File: config.mk
export PLATFORM = sky130hd
export DESIGN_NAME = utf8_to_utf16_or_utf32_decoder_core
export DESIGN_NICKNAME = d
export VERILOG_FILES = /design/src/u8dec_pkg.sv /design/src/utf8_to_utf16_or_utf32_decoder_core.sv /design/src/u8dec_front.sv /design/src/u8dec_queue.sv /design/src/u8dec_back.sv
export SDC_FILE = /design/constraint.sdc
export NUM_CORES = 1
export LEC_CHECK = 0
export CELL_PAD_IN_SITES_DETAIL_PLACEMENT = 1
export CELL_PAD_IN_SITES_GLOBAL_PLACEMENT = 1
export CORE_ASPECT_RATIO = 0.7
export CORE_MARGIN = 4
export CORE_UTILIZATION = 48
export CTS_BUF_LIST = sky130_fd_sc_hd__clkbuf_16
export DETAILED_ROUTE_END_ITERATION = 7
export DONT_BUFFER_PORTS = 1
export GPL_ROUTABILITY_DRIVEN = 0
export PLACE_DENSITY_LB_ADDON = 0.12
export SLEW_MARGIN = 0
export SYNTH_ARGS = -nofsm -noshare
export SYNTH_HDL_FRONTEND = slang
export SYNTH_SLANG_ARGS = --single-unit
File: constraint.sdc
create_clock -name clk -period 3.3 [get_ports clk]
set_input_delay 0.33 -clock clk [delete_from_list [all_inputs] [get_ports clk]]
set_output_delay 0.33 -clock clk [all_outputs]
set_load 0.01 [all_outputs]
File: src/u8dec_pkg.sv
`timescale 1ns / 1ps
`default_nettype none
// ----------------------------------------------------------------------------
// u8dec_pkg
// Shared types and constants of the UTF-8 decoder: lead byte classes, the
// word descriptor passed from front end to back end, and queue sizing.
// ----------------------------------------------------------------------------
package u8dec_pkg;

    localparam int QUEUE_DEPTH = 4;
    localparam int QPTR_W      = $clog2(QUEUE_DEPTH);
    localparam int QCNT_W      = $clog2(QUEUE_DEPTH + 1);

    localparam logic [20:0] SUPP_BASE  = 21'h010000;
    localparam logic [20:0] BMP_MAX    = 21'h00FFFF;
    localparam logic [20:0] HI_SURR    = 21'h00D800;
    localparam logic [20:0] LO_SURR    = 21'h00DC00;

    localparam logic [0:0] MODE_UTF32 = 1'b0;
    localparam logic [0:0] MODE_UTF16 = 1'b1;

    // lead class: number of continuation bytes, or bad lead
    typedef enum logic [2:0] {
        CLS_SINGLE = 3'd0,
        CLS_TWO    = 3'd1,
        CLS_THREE  = 3'd2,
        CLS_FOUR   = 3'd3,
        CLS_BAD    = 3'd4
    } lead_cls_t;

    // one decoded input word as seen by the back end
    typedef struct packed {
        logic [20:0] cp_a;   // first code point
        logic        has_a;
        logic [6:0]  cp_b;   // second code point (ASCII from tail decode)
        logic        has_b;
        logic        last;   // word carries the end of the string
    } desc_t;

    typedef struct packed {
        logic full;
        logic empty;
    } q_stat_t;

    function automatic lead_cls_t lead_class(input logic [7:0] b);
        lead_cls_t c;
        if (b <= 8'h7F)
            c = CLS_SINGLE;
        else if (b <= 8'hDF)
            c = CLS_TWO;
        else if (b <= 8'hEF)
            c = CLS_THREE;
        else if (b <= 8'hF7)
            c = CLS_FOUR;
        else
            c = CLS_BAD;
        return c;
    endfunction

endpackage
`default_nettype wire

File: src/utf8_to_utf16_or_utf32_decoder_core.sv
`timescale 1ns / 1ps
`default_nettype none
// ----------------------------------------------------------------------------
// utf8_to_utf16_or_utf32_decoder_core
// UTF-8 byte stream decoder with UTF-32 or UTF-16 output words.
//
//   channel  | handshake            | payload
//   ---------+----------------------+------------------------------------
//   input    | in_valid / in_stall  | in_byte, in_last
//   output   | out_valid / out_stall| code_unit, unit_valid, end_mark
//   config   | cfg_wr_en            | cfg_wr_data (out_mode)
//
// One input byte per cycle while in_stall is low; a byte that yields two
// words (surrogate pair or two tail characters) holds the back end for both
// words, absorbed by the four-entry descriptor queue. Reset clears the
// sequence count, stop flag, queue pointers and output valid and phase flags.
// in_stall rises only when the queue is full; out_stall backs up the queue.
// ----------------------------------------------------------------------------
module utf8_to_utf16_or_utf32_decoder_core
    import u8dec_pkg::*;
(
    input  wire logic        clk,
    input  wire logic        rst_n,
    input  wire logic        cfg_wr_en,
    input  wire logic        cfg_wr_data,
    input  wire logic        in_valid,
    output logic             in_stall,
    input  wire logic [7:0]  in_byte,
    input  wire logic        in_last,
    output logic             out_valid,
    input  wire logic        out_stall,
    output logic [20:0]      code_unit,
    output logic             unit_valid,
    output logic             end_mark
);

    logic    out_mode_reg, out_mode_next;
    logic    q_push;
    logic    q_pop;
    desc_t   q_wr_data;
    desc_t   q_rd_data;
    q_stat_t q_stat;

    assign out_mode_next = cfg_wr_en ? cfg_wr_data : out_mode_reg;

    always_ff @(posedge clk or negedge rst_n)
    begin
        if (!rst_n)
            out_mode_reg <= MODE_UTF32;
        else
            out_mode_reg <= out_mode_next;
    end

    u8dec_front u_front (
        .clk      (clk),
        .rst_n    (rst_n),
        .in_valid (in_valid),
        .in_stall (in_stall),
        .in_byte  (in_byte),
        .in_last  (in_last),
        .q_stat   (q_stat),
        .q_push   (q_push),
        .q_data   (q_wr_data)
    );

    u8dec_queue u_queue (
        .clk     (clk),
        .rst_n   (rst_n),
        .push    (q_push),
        .wr_data (q_wr_data),
        .pop     (q_pop),
        .rd_data (q_rd_data),
        .stat    (q_stat)
    );

    u8dec_back u_back (
        .clk        (clk),
        .rst_n      (rst_n),
        .out_mode   (out_mode_reg),
        .q_data     (q_rd_data),
        .q_stat     (q_stat),
        .q_pop      (q_pop),
        .out_valid  (out_valid),
        .out_stall  (out_stall),
        .code_unit  (code_unit),
        .unit_valid (unit_valid),
        .end_mark   (end_mark)
    );

endmodule
`default_nettype wire

File: src/u8dec_front.sv
`timescale 1ns / 1ps
`default_nettype none
// ----------------------------------------------------------------------------
// u8dec_front
// Accepts UTF-8 bytes, tracks the open sequence and the stop flag, and
// pushes one descriptor per byte that yields code points or ends the string.
// ----------------------------------------------------------------------------
module u8dec_front
    import u8dec_pkg::*;
(
    input  wire logic        clk,
    input  wire logic        rst_n,
    input  wire logic        in_valid,
    output logic             in_stall,
    input  wire logic [7:0]  in_byte,
    input  wire logic        in_last,
    input  wire q_stat_t     q_stat,
    output logic             q_push,
    output desc_t            q_data
);

    logic [7:0] held0_reg, held0_next;
    logic [7:0] held1_reg, held1_next;
    logic [7:0] held2_reg, held2_next;
    logic [1:0] count_reg, count_next;
    logic       stopped_reg, stopped_next;

    logic       accept;
    lead_cls_t  cls_b;
    lead_cls_t  cls_h0;
    logic [1:0] need;
    desc_t      d;

    function automatic logic [20:0] asm2(input logic [7:0] s0, input logic [7:0] s1);
        return {10'd0, s0[4:0], s1[5:0]};
    endfunction

    function automatic logic [20:0] asm3(input logic [7:0] s0, input logic [7:0] s1,
                                         input logic [7:0] s2);
        return {5'd0, s0[3:0], s1[5:0], s2[5:0]};
    endfunction

    function automatic logic [20:0] asm4(input logic [7:0] s0, input logic [7:0] s1,
                                         input logic [7:0] s2, input logic [7:0] s3);
        return {s0[2:0], s1[5:0], s2[5:0], s3[5:0]};
    endfunction

    function automatic logic is_ascii_nz(input logic [7:0] b);
        return (b[7] == 1'b0) && (b != 8'h00);
    endfunction

    assign in_stall = q_stat.full;
    assign accept   = in_valid && !q_stat.full;
    assign cls_b    = lead_class(in_byte);
    assign cls_h0   = lead_class(held0_reg);
    assign need     = cls_h0[1:0];

    always_comb
    begin
        held0_next   = held0_reg;
        held1_next   = held1_reg;
        held2_next   = held2_reg;
        count_next   = count_reg;
        stopped_next = stopped_reg;
        d            = '0;

        if (accept)
        begin
            if (!stopped_reg)
            begin
                if (count_reg == 2'd0)
                begin
                    if (in_byte == 8'h00)
                        stopped_next = 1'b1;
                    else if (cls_b == CLS_SINGLE)
                    begin
                        d.has_a = 1'b1;
                        d.cp_a  = {13'd0, in_byte};
                    end
                    else if (cls_b != CLS_BAD)
                    begin
                        held0_next = in_byte;
                        count_next = 2'd1;
                    end
                end
                else if (count_reg == need)
                begin
                    // sequence complete with this byte
                    d.has_a    = 1'b1;
                    count_next = 2'd0;
                    case (need)
                        2'd1:    d.cp_a = asm2(held0_reg, in_byte);
                        2'd2:    d.cp_a = asm3(held0_reg, held1_reg, in_byte);
                        default: d.cp_a = asm4(held0_reg, held1_reg, held2_reg, in_byte);
                    endcase
                end
                else
                begin
                    if (count_reg == 2'd1)
                        held1_next = in_byte;
                    else
                        held2_next = in_byte;
                    count_next = count_reg + 2'd1;
                end
            end

            if (in_last)
            begin
                d.last = 1'b1;
                // string cut inside a sequence: drop the lead, decode the tail
                if (!stopped_next && count_next == 2'd2)
                begin
                    if (is_ascii_nz(held1_next))
                    begin
                        d.has_a = 1'b1;
                        d.cp_a  = {13'd0, held1_next};
                    end
                end
                else if (!stopped_next && count_next == 2'd3 && held1_next != 8'h00)
                begin
                    if (held1_next[7] == 1'b0)
                    begin
                        d.has_a = 1'b1;
                        d.cp_a  = {13'd0, held1_next};
                        if (is_ascii_nz(held2_next))
                        begin
                            d.has_b = 1'b1;
                            d.cp_b  = held2_next[6:0];
                        end
                    end
                    else if (lead_class(held1_next) == CLS_TWO)
                    begin
                        d.has_a = 1'b1;
                        d.cp_a  = asm2(held1_next, held2_next);
                    end
                    else if (is_ascii_nz(held2_next))
                    begin
                        d.has_a = 1'b1;
                        d.cp_a  = {13'd0, held2_next};
                    end
                end
                count_next   = 2'd0;
                stopped_next = 1'b0;
            end
        end
    end

    assign q_push = accept && (d.has_a || d.has_b || d.last);
    assign q_data = d;

    always_ff @(posedge clk or negedge rst_n)
    begin
        if (!rst_n)
        begin
            count_reg   <= 2'd0;
            stopped_reg <= 1'b0;
        end
        else
        begin
            count_reg   <= count_next;
            stopped_reg <= stopped_next;
        end
    end

    always_ff @(posedge clk)
    begin
        held0_reg <= held0_next;
        held1_reg <= held1_next;
        held2_reg <= held2_next;
    end

endmodule
`default_nettype wire

File: src/u8dec_queue.sv
`timescale 1ns / 1ps
`default_nettype none
// ----------------------------------------------------------------------------
// u8dec_queue
// Short descriptor queue between front end and back end.
// ----------------------------------------------------------------------------
module u8dec_queue
    import u8dec_pkg::*;
(
    input  wire logic  clk,
    input  wire logic  rst_n,
    input  wire logic  push,
    input  wire desc_t wr_data,
    input  wire logic  pop,
    output desc_t      rd_data,
    output q_stat_t    stat
);

    desc_t             entry_reg [QUEUE_DEPTH];
    logic [QPTR_W-1:0] wr_ptr_reg, wr_ptr_next;
    logic [QPTR_W-1:0] rd_ptr_reg, rd_ptr_next;
    logic [QCNT_W-1:0] count_reg, count_next;
    logic              do_push;
    logic              do_pop;

    assign stat.full  = (count_reg == QCNT_W'(QUEUE_DEPTH));
    assign stat.empty = (count_reg == '0);
    assign do_push    = push && !stat.full;
    assign do_pop     = pop && !stat.empty;
    assign rd_data    = entry_reg[rd_ptr_reg];

    always_comb
    begin
        wr_ptr_next = do_push ? wr_ptr_reg + QPTR_W'(1) : wr_ptr_reg;
        rd_ptr_next = do_pop ? rd_ptr_reg + QPTR_W'(1) : rd_ptr_reg;
        count_next  = count_reg;
        if (do_push && !do_pop)
            count_next = count_reg + QCNT_W'(1);
        else if (do_pop && !do_push)
            count_next = count_reg - QCNT_W'(1);
    end

    always_ff @(posedge clk or negedge rst_n)
    begin
        if (!rst_n)
        begin
            wr_ptr_reg <= '0;
            rd_ptr_reg <= '0;
            count_reg  <= '0;
        end
        else
        begin
            wr_ptr_reg <= wr_ptr_next;
            rd_ptr_reg <= rd_ptr_next;
            count_reg  <= count_next;
        end
    end

    always_ff @(posedge clk)
    begin
        if (do_push)
            entry_reg[wr_ptr_reg] <= wr_data;
    end

endmodule
`default_nettype wire

File: src/u8dec_back.sv
`timescale 1ns / 1ps
`default_nettype none
// ----------------------------------------------------------------------------
// u8dec_back
// Expands queued descriptors into output words: UTF-32 code points or
// UTF-16 units with surrogate pairs, plus bare end markers.
// ----------------------------------------------------------------------------
module u8dec_back
    import u8dec_pkg::*;
(
    input  wire logic        clk,
    input  wire logic        rst_n,
    input  wire logic        out_mode,
    input  wire desc_t       q_data,
    input  wire q_stat_t     q_stat,
    output logic             q_pop,
    output logic             out_valid,
    input  wire logic        out_stall,
    output logic [20:0]      code_unit,
    output logic             unit_valid,
    output logic             end_mark
);

    logic        valid_reg, valid_next;
    logic        phase_reg, phase_next;
    logic [20:0] unit_reg, unit_next;
    logic        uvalid_reg, uvalid_next;
    logic        end_reg, end_next;

    logic        load;
    logic        pair;
    logic        two_words;
    logic [20:0] offs;
    logic [20:0] hi_unit;
    logic [20:0] lo_unit;

    assign pair      = (out_mode == MODE_UTF16) && q_data.has_a && (q_data.cp_a > BMP_MAX);
    assign two_words = pair || (q_data.has_a && q_data.has_b);
    assign offs      = q_data.cp_a - SUPP_BASE;
    assign hi_unit   = HI_SURR + {10'd0, offs[20:10]};
    assign lo_unit   = LO_SURR | {11'd0, offs[9:0]};

    assign load  = !q_stat.empty && (!valid_reg || !out_stall);
    assign q_pop = load && !(two_words && !phase_reg);

    always_comb
    begin
        valid_next  = valid_reg;
        phase_next  = phase_reg;
        unit_next   = unit_reg;
        uvalid_next = uvalid_reg;
        end_next    = end_reg;

        if (load)
        begin
            valid_next = 1'b1;
            if (!phase_reg)
            begin
                // first word of this descriptor
                phase_next  = two_words;
                uvalid_next = q_data.has_a;
                end_next    = q_data.last && !two_words;
                if (!q_data.has_a)
                    unit_next = '0;
                else if (pair)
                    unit_next = hi_unit;
                else
                    unit_next = q_data.cp_a;
            end
            else
            begin
                phase_next  = 1'b0;
                uvalid_next = 1'b1;
                end_next    = q_data.last;
                unit_next   = pair ? lo_unit : {14'd0, q_data.cp_b};
            end
        end
        else if (!out_stall)
        begin
            valid_next = 1'b0;
        end
    end

    always_ff @(posedge clk or negedge rst_n)
    begin
        if (!rst_n)
        begin
            valid_reg <= 1'b0;
            phase_reg <= 1'b0;
        end
        else
        begin
            valid_reg <= valid_next;
            phase_reg <= phase_next;
        end
    end

    always_ff @(posedge clk)
    begin
        unit_reg   <= unit_next;
        uvalid_reg <= uvalid_next;
        end_reg    <= end_next;
    end

    assign out_valid  = valid_reg;
    assign code_unit  = unit_reg;
    assign unit_valid = uvalid_reg;
    assign end_mark   = end_reg;

endmodule
`default_nettype wire

Word-level counts from Yosys, hierarchy flattened --
Memory sizes are Yosys's and may differ from the RTL's. Index checks and enable logic that the tools add are counted.
Word-level totals: bits in registers 60, RAM bits 124, input port bits 15, output and inout port bits 25, logic and storage cells 159, memories kept 1
Cells by class: add/sub/neg operators 7, order comparisons 13, equal/unequal tests 10, muxes and demuxes 69, bitwise logic cells 5, reductions and logical operators 40
Memories:
- u_queue.entry_reg | depth 4, bits a word 31, rd ports 1, clocked after Yosys merged registers in 0, write ports 1, RTL line u8dec_queue.sv:19 | desc_t entry_reg [QUEUE_DEPTH];
Operators by type and width (count):
- 22-bit two-way mux | 9
- 8-bit two-way mux | 13
- 8-bit <= comparator (second input constant) | 9
- 21-bit two-way mux | 3
- 31-bit two-way mux | 2
- 3-bit two-way mux | 15
- 21-bit case mux with 2 select lines | 1
- 30-bit two-way mux | 1
- 8-bit by 7-bit <= comparator with 1-bit output (second input constant) | 3
- 2-bit two-way mux | 12
- 21-bit by 16-bit > comparator with 1-bit output (second input constant) | 1
- 21-bit by 17-bit subtractor with 21-bit output (second input constant) | 1
- 1-bit logical AND | 18
- 16-bit by 11-bit adder with 17-bit output (first input constant) | 1
- 16-bit two-way mux | 1
- 8-bit nonzero test | 2
- 1-bit two-way mux | 11
- 1-bit logical NOT | 10
- 9-bit two-way mux | 1
- 8-bit logical NOT | 1
- 2-bit by 1-bit adder with 2-bit output (second input constant) | 3
- 2-bit == test (second input constant) | 3
- 3-bit logical NOT | 2
- 6-bit AND reduction | 1
- 12 further kinds | 20

Depth between registers and ports, before layout --
word-level depth 35, gate-level depth with buffers 18

Modules after synthesis --
Synthesis repeated with hierarchy kept, for this count alone.
Unflattened totals: cell total of the unflattened synthesis 622, area, all modules 8847.2 µm²
By module, submodules not included:
- u8dec_queue | times used 1, cells an instance 198, area an instance 4944.7 µm², sequential area each 3898.7 µm²
- u8dec_front | times used 1, cells an instance 286, area an instance 2419.8 µm², sequential area each 795.8 µm²
- u8dec_back | times used 1, cells an instance 136, area an instance 1442.6 µm², sequential area each 740.7 µm²
- utf8_to_utf16_or_utf32_decoder_core | times used 1, cells an instance 2, area an instance 40.0 µm², sequential area each 25.0 µm²

Worst setup path before layout --
Ideal clock, no wire load.
path type reg2reg, start register u_queue.rd_ptr_reg[0], end register u_queue.count_reg[1], arrival 3.243 ns, setup slack -0.068 ns, stages on the path, launching flop included 17, buffers on the path 2, clock period less this slack 3.368 ns, path through dfrtp_1 buf_4 buf_4 mux4_2 inv_1 ha_1 inv_1 nor2_1 nand2_1 mux2i_1 nor2b_1 o21a_1 nand2b_1 ha_1 inv_1 fa_1 mux2_2
On the way: cells in the longest elaborated chain, start to end 11
Ends and longest elaborated chain:
- start, declared | RTL line u8dec_queue.sv:21 | logic [QPTR_W-1:0] rd_ptr_reg, rd_ptr_next;
- start signal, assigned | RTL line u8dec_queue.sv:54 | rd_ptr_reg <= rd_ptr_next;
- memory 4 x 31 bit *
- 21-bit by 16-bit > comparator with 1-bit output or 1-bit logical AND (tied branches) | RTL line u8dec_back.sv:37 | assign pair = (out_mode == MODE_UTF16) && q_data.has_a && (q_data.cp_a > BMP_MAX);
- 1-bit logical AND | RTL line u8dec_back.sv:37
- 1-bit logical OR * | RTL line u8dec_back.sv:38 | assign two_words = pair || (q_data.has_a && q_data.has_b);
- 1-bit logical AND * | RTL line u8dec_back.sv:44 | assign q_pop = load && !(two_words && !phase_reg);
- 1-bit logical NOT * | RTL line u8dec_back.sv:44
- 1-bit logical AND * | RTL line u8dec_back.sv:44
- 1-bit logical AND * | RTL line u8dec_queue.sv:29 | assign do_pop = pop && !stat.empty;
- 1-bit logical NOT * | RTL line u8dec_queue.sv:37 | if (do_push && !do_pop)
- 1-bit logical AND * | RTL line u8dec_queue.sv:37
- 3-bit two-way mux * | RTL line u8dec_queue.sv:37
- via u_queue.count_next[1] | RTL line u8dec_queue.sv:22 | logic [QCNT_W-1:0] count_reg, count_next;
- end signal, assigned | RTL line u8dec_queue.sv:55 | count_reg <= count_next;
- end, declared | RTL line u8dec_queue.sv:22
Mark *: on every way through the listed nets, which the timed path passes. The rest lies on a longest branch. A chain may end at the register's enable or synchronous reset.

Final worst setup path --
Ends and elaborated chain as after synthesis.

==> summary.txt <==
STA
  – Final Max Slew Viols: 0
  – Minimum clock period: 3.40 ns
  – Relative slew slack: 42.4%
  – Clock Skew: 0.0116 ns
  – Worst setup margin: -0.0971 ns
  – Hold Worst Slack: 0.0183 ns
  – Finish-stage setup viols: 21
  – Maximum clock frequency: 294 MHz
  – RSZ-0062 raised after global routing: yes
  – Final hold vios: 0
  – Setup TNS: -0.513 ns
  – Final period util: 103%
  – Tightest Pin Transition: 0.852 ns

Pwr
  – Comb pwr share: 42.9%
  – Static Leak: 3.89 nW
  – Clock Power Share: 20.7%
  – Int Pwr: 6.46 mW
  – Design Power: 10.2 mW
  – Power per cell area: 941 nW/µm²
  – Maximum VDD drop: 0.466 mV
  – Reg power frac: 36.4%
  – Psw: 3.70 mW
  – Switching share of power: 36.4%

Detailed routing
  – Routed wire length per instance: 26.0 µm
  – DRC errors left: 0
  – DR pass1 iterations: 5
  – Via density: 6.17
  – Routed Antenna Nets: 0
  – WL final: 25500 µm
  – Routed via count: 6051
  – Initial DRC count: 638

Logic synthesis
  – Asr flop ratio synth: 7.07%
  – Post-Syn Nets: 651
  – Post-synth EDFFs: 171
  – Yosys reg bits: 184
  – Top-area cell type share of the netlist area: 59.2%
  – Mapped Cells: 625
  – Avg Inst Size Synth: 13.9 µm²
  – Yosys warnings: 0
  – Top area cells in the synthesized netlist: edfxtp_1 (59%), mux4_2 (7.8%), dfrtp_1 (3.8%)
  – Post-synth top flop: edfxtp_1
  – Cell Area, Synth: 8670 µm²
  – Distinct cell type count after synthesis: 61
  – Count leader, synth: edfxtp_1
  – Post-synthesis sequential area ratio: 63.0%
  – Synth area leader: edfxtp_1
  – Top cells by count, synth: edfxtp_1 (171), nor2_1 (45), nand2_1 (38), a21oi_1 (37), inv_1 (34)

Worst setup path
  – Maximum fanout along the worst path: 5
  – RR Startpoint: u_queue.rd_ptr_reg[0]
  – CP Class: flop to flop
  – R2R Setup Slk: -0.1 ns
  – Critical Path End Type: flop
  – CP startpoint kind: flop
  – Reg2reg end: u_queue.count_reg[1]
  – Worst reg2reg path depth: 13
  – Critical Path RT: 3.61 ns
  – Data arrival, critical path: 3.71 ns

Die
  – Die ar.: 20300 µm²
  – Die Span Y: 120 µm
  – I/O pin total: 40
  – Initial Util: 49.8%
  – FP Rows: 40
  – Die W: 169 µm
  – Area of the core: 17400 µm²

Hold path
  – Min-Delay Path Depth: 2
  – Hold path start: out_stall
  – Worst hold path type: primary input to flop
  – Hold Path End: u_back.out_valid

Run status
  – Failing checks: negative setup slack
  – Outcome: finished, violations left

Flow run
  – Max-cap violations: 0

Global routing
  – First-pass GRT wire length: 37300 µm
  – Initial antenna violation count: 0
  – Vias in the first global route: 6230
  – Congestion Overflow GR: 0
  – Largest net degree at the start of global routing: 32
  – GRT Overall Usage: 24.6%

Clocking
  – CTS root buf: clkbuf_16
  – Clock-pin slew on the worst setup and hold paths: 0.07 ns
  – Sink Count: 184
  – CTS tree: built
  – Clock tree buffer depth: 2
  – H-tree lvl count: 4
  – Later-pin clock latency in the skew report: 0.43 ns
  – Num CTS Buffers: 17

Placed design
  – Inst Count DP: 904
  – Post-detail-place hpwl: 16600 µm
  – Port bufs: 0

Finish
  – Total Nets Final: 762
  – Layout Cells excl Fill: 980
  – Share of cells above drive strength 1: 32.0%
  – P&R area growth vs syn: 24.6%
  – Largest register FFs: 124
  – Antenna fix cells: 0
## placed cells by master (no fill, tap or decap), types with 4 or more instances in the layout
master,count
a211oi_1,4
a21oi_1,34
a22oi_1,9
a31oi_1,10
and2_1,9
and3_1,14
buf_12,7
buf_4,99
buf_6,5
clkbuf_16,18
dfrtp_1,12
dlygate4sd3_1,10
edfxtp_1,171
ha_1,7
inv_1,33
inv_6,4
mux2_2,8
mux2i_1,9
mux2i_2,6
mux4_2,30
nand2_1,38
nand2b_1,10
nand3_1,11
nand4_1,5
nor2_1,44
nor2b_1,5
nor3_1,8
nor3b_1,4
o21ai_0,7
o21ai_1,4
o21ai_2,4
o22ai_1,12
or4_1,4
xnor2_1,5
## power groups by stage
stage | registers (mW) | clock network, mW | logic, mW
after global routing | 3.74 | 2.25 | 4.68
after detailed placement | 3.73 | 0 | 3.63
after floorplan | 3.58 | 0 | 2.30
after CTS | 3.70 | 2.13 | 3.92
after global placement | 3.69 | 0 | 3.50
final | 3.70 | 2.10 | 4.36
## critical path: stages, from the launching register on
cell	delay (ns)
dfrtp_2	0.50
clkbuf_16	0.19
mux4_2	0.34
nand4_1	0.18
nor4_2	0.31
buf_4	0.17
mux2i_4	0.23
nor2b_2	0.07
o21a_1	0.21
nand2b_4	0.16
ha_4	0.16
inv_2	0.06
fa_2	0.42
mux2_4	0.29
## layer usage
layer	GRT usage, %	vias to the layer above	part of all wire, %
met5	0	-	0
met4	6.69	0	1.8
met3	6.57	43	8.7
met2	39.5	261	48
met1	33.6	3107	41
li1	-	2640	-
## per-stage QoR
| step | instance area (µm²) | setup WS (ns) | util (%) |
|---|---|---|---|
| 2_1_floorplan | 8680 | 0.0171 | - |
| 3_3_place_gp | 9500 | -0.0912 | 54.5 |
| 3_5_place_dp | 9500 | -0.191 | 54.5 |
| 4_1_cts | 10400 | -0.0289 | 59.5 |
| 5_1_grt | 10800 | -0.169 | 62.0 |
| 6_report | 10800 | -0.0971 | 62.0 |
## layout make-up
cell class | count | area [µm²]
Clock buffer | 17 | 425
Timing Repair Buffer | 123 | 1070
Multi-Input combinational cell | 376 | 3260
Fill cell | 1647 | 6610
Tap cell | 231 | 289
Clock inverter | 15 | 174
Inverter | 34 | 128
Sequential cell | 184 | 5460
## what timing repair did
| item | in CTS | in global routing |
|---|---|---|
| setup buffers | 10 | 22 |
| resized for setup | 17 | 54 |
| pin swaps | 6 | 19 |
| setup endpoints to repair | 14 | 68 |
| gates cloned | 1 | 1 |
| hold buffers | 10 | 0 |
| hold endpoints to repair | 23 | 0 |
## how the worst max path moves through the flow
stage	startpoint	to	slack [ns]	cells past startpoint
after floorplan	u_queue.rd_ptr_reg[0]	u_queue.count_reg[1]	0.02	16
after global placement	u_front.held0_reg[3]	u_queue.entry_reg[0][15]	-0.09	12
after detailed placement	u_front.held0_reg[3]	u_queue.entry_reg[0][15]	-0.19	12
after CTS	u_queue.rd_ptr_reg[0]	u_queue.count_reg[1]	-0.03	13
after global routing	u_queue.rd_ptr_reg[0]	u_queue.count_reg[1]	-0.17	13
final	u_queue.rd_ptr_reg[0]	u_queue.count_reg[1]	-0.1	13
## logic make-up (layout without fill, tap and decap cells)
kind of cell | count (synthesis) | after routing | share of synthesized area, %
muxes | 57 | 57 | 11.2
DFF | 184 | 184 | 63.0
xor gates and xnor gates | 10 | 10 | 1.18
AOI/OAI and AO/OA | 117 | 117 | 9.09
buffers and inverters | 65 | 189 | 3.25
adders and majority gates | 11 | 11 | 1.67
and+or+nand+nor | 181 | 181 | 10.7
Power figures use the tool's default switching activity.
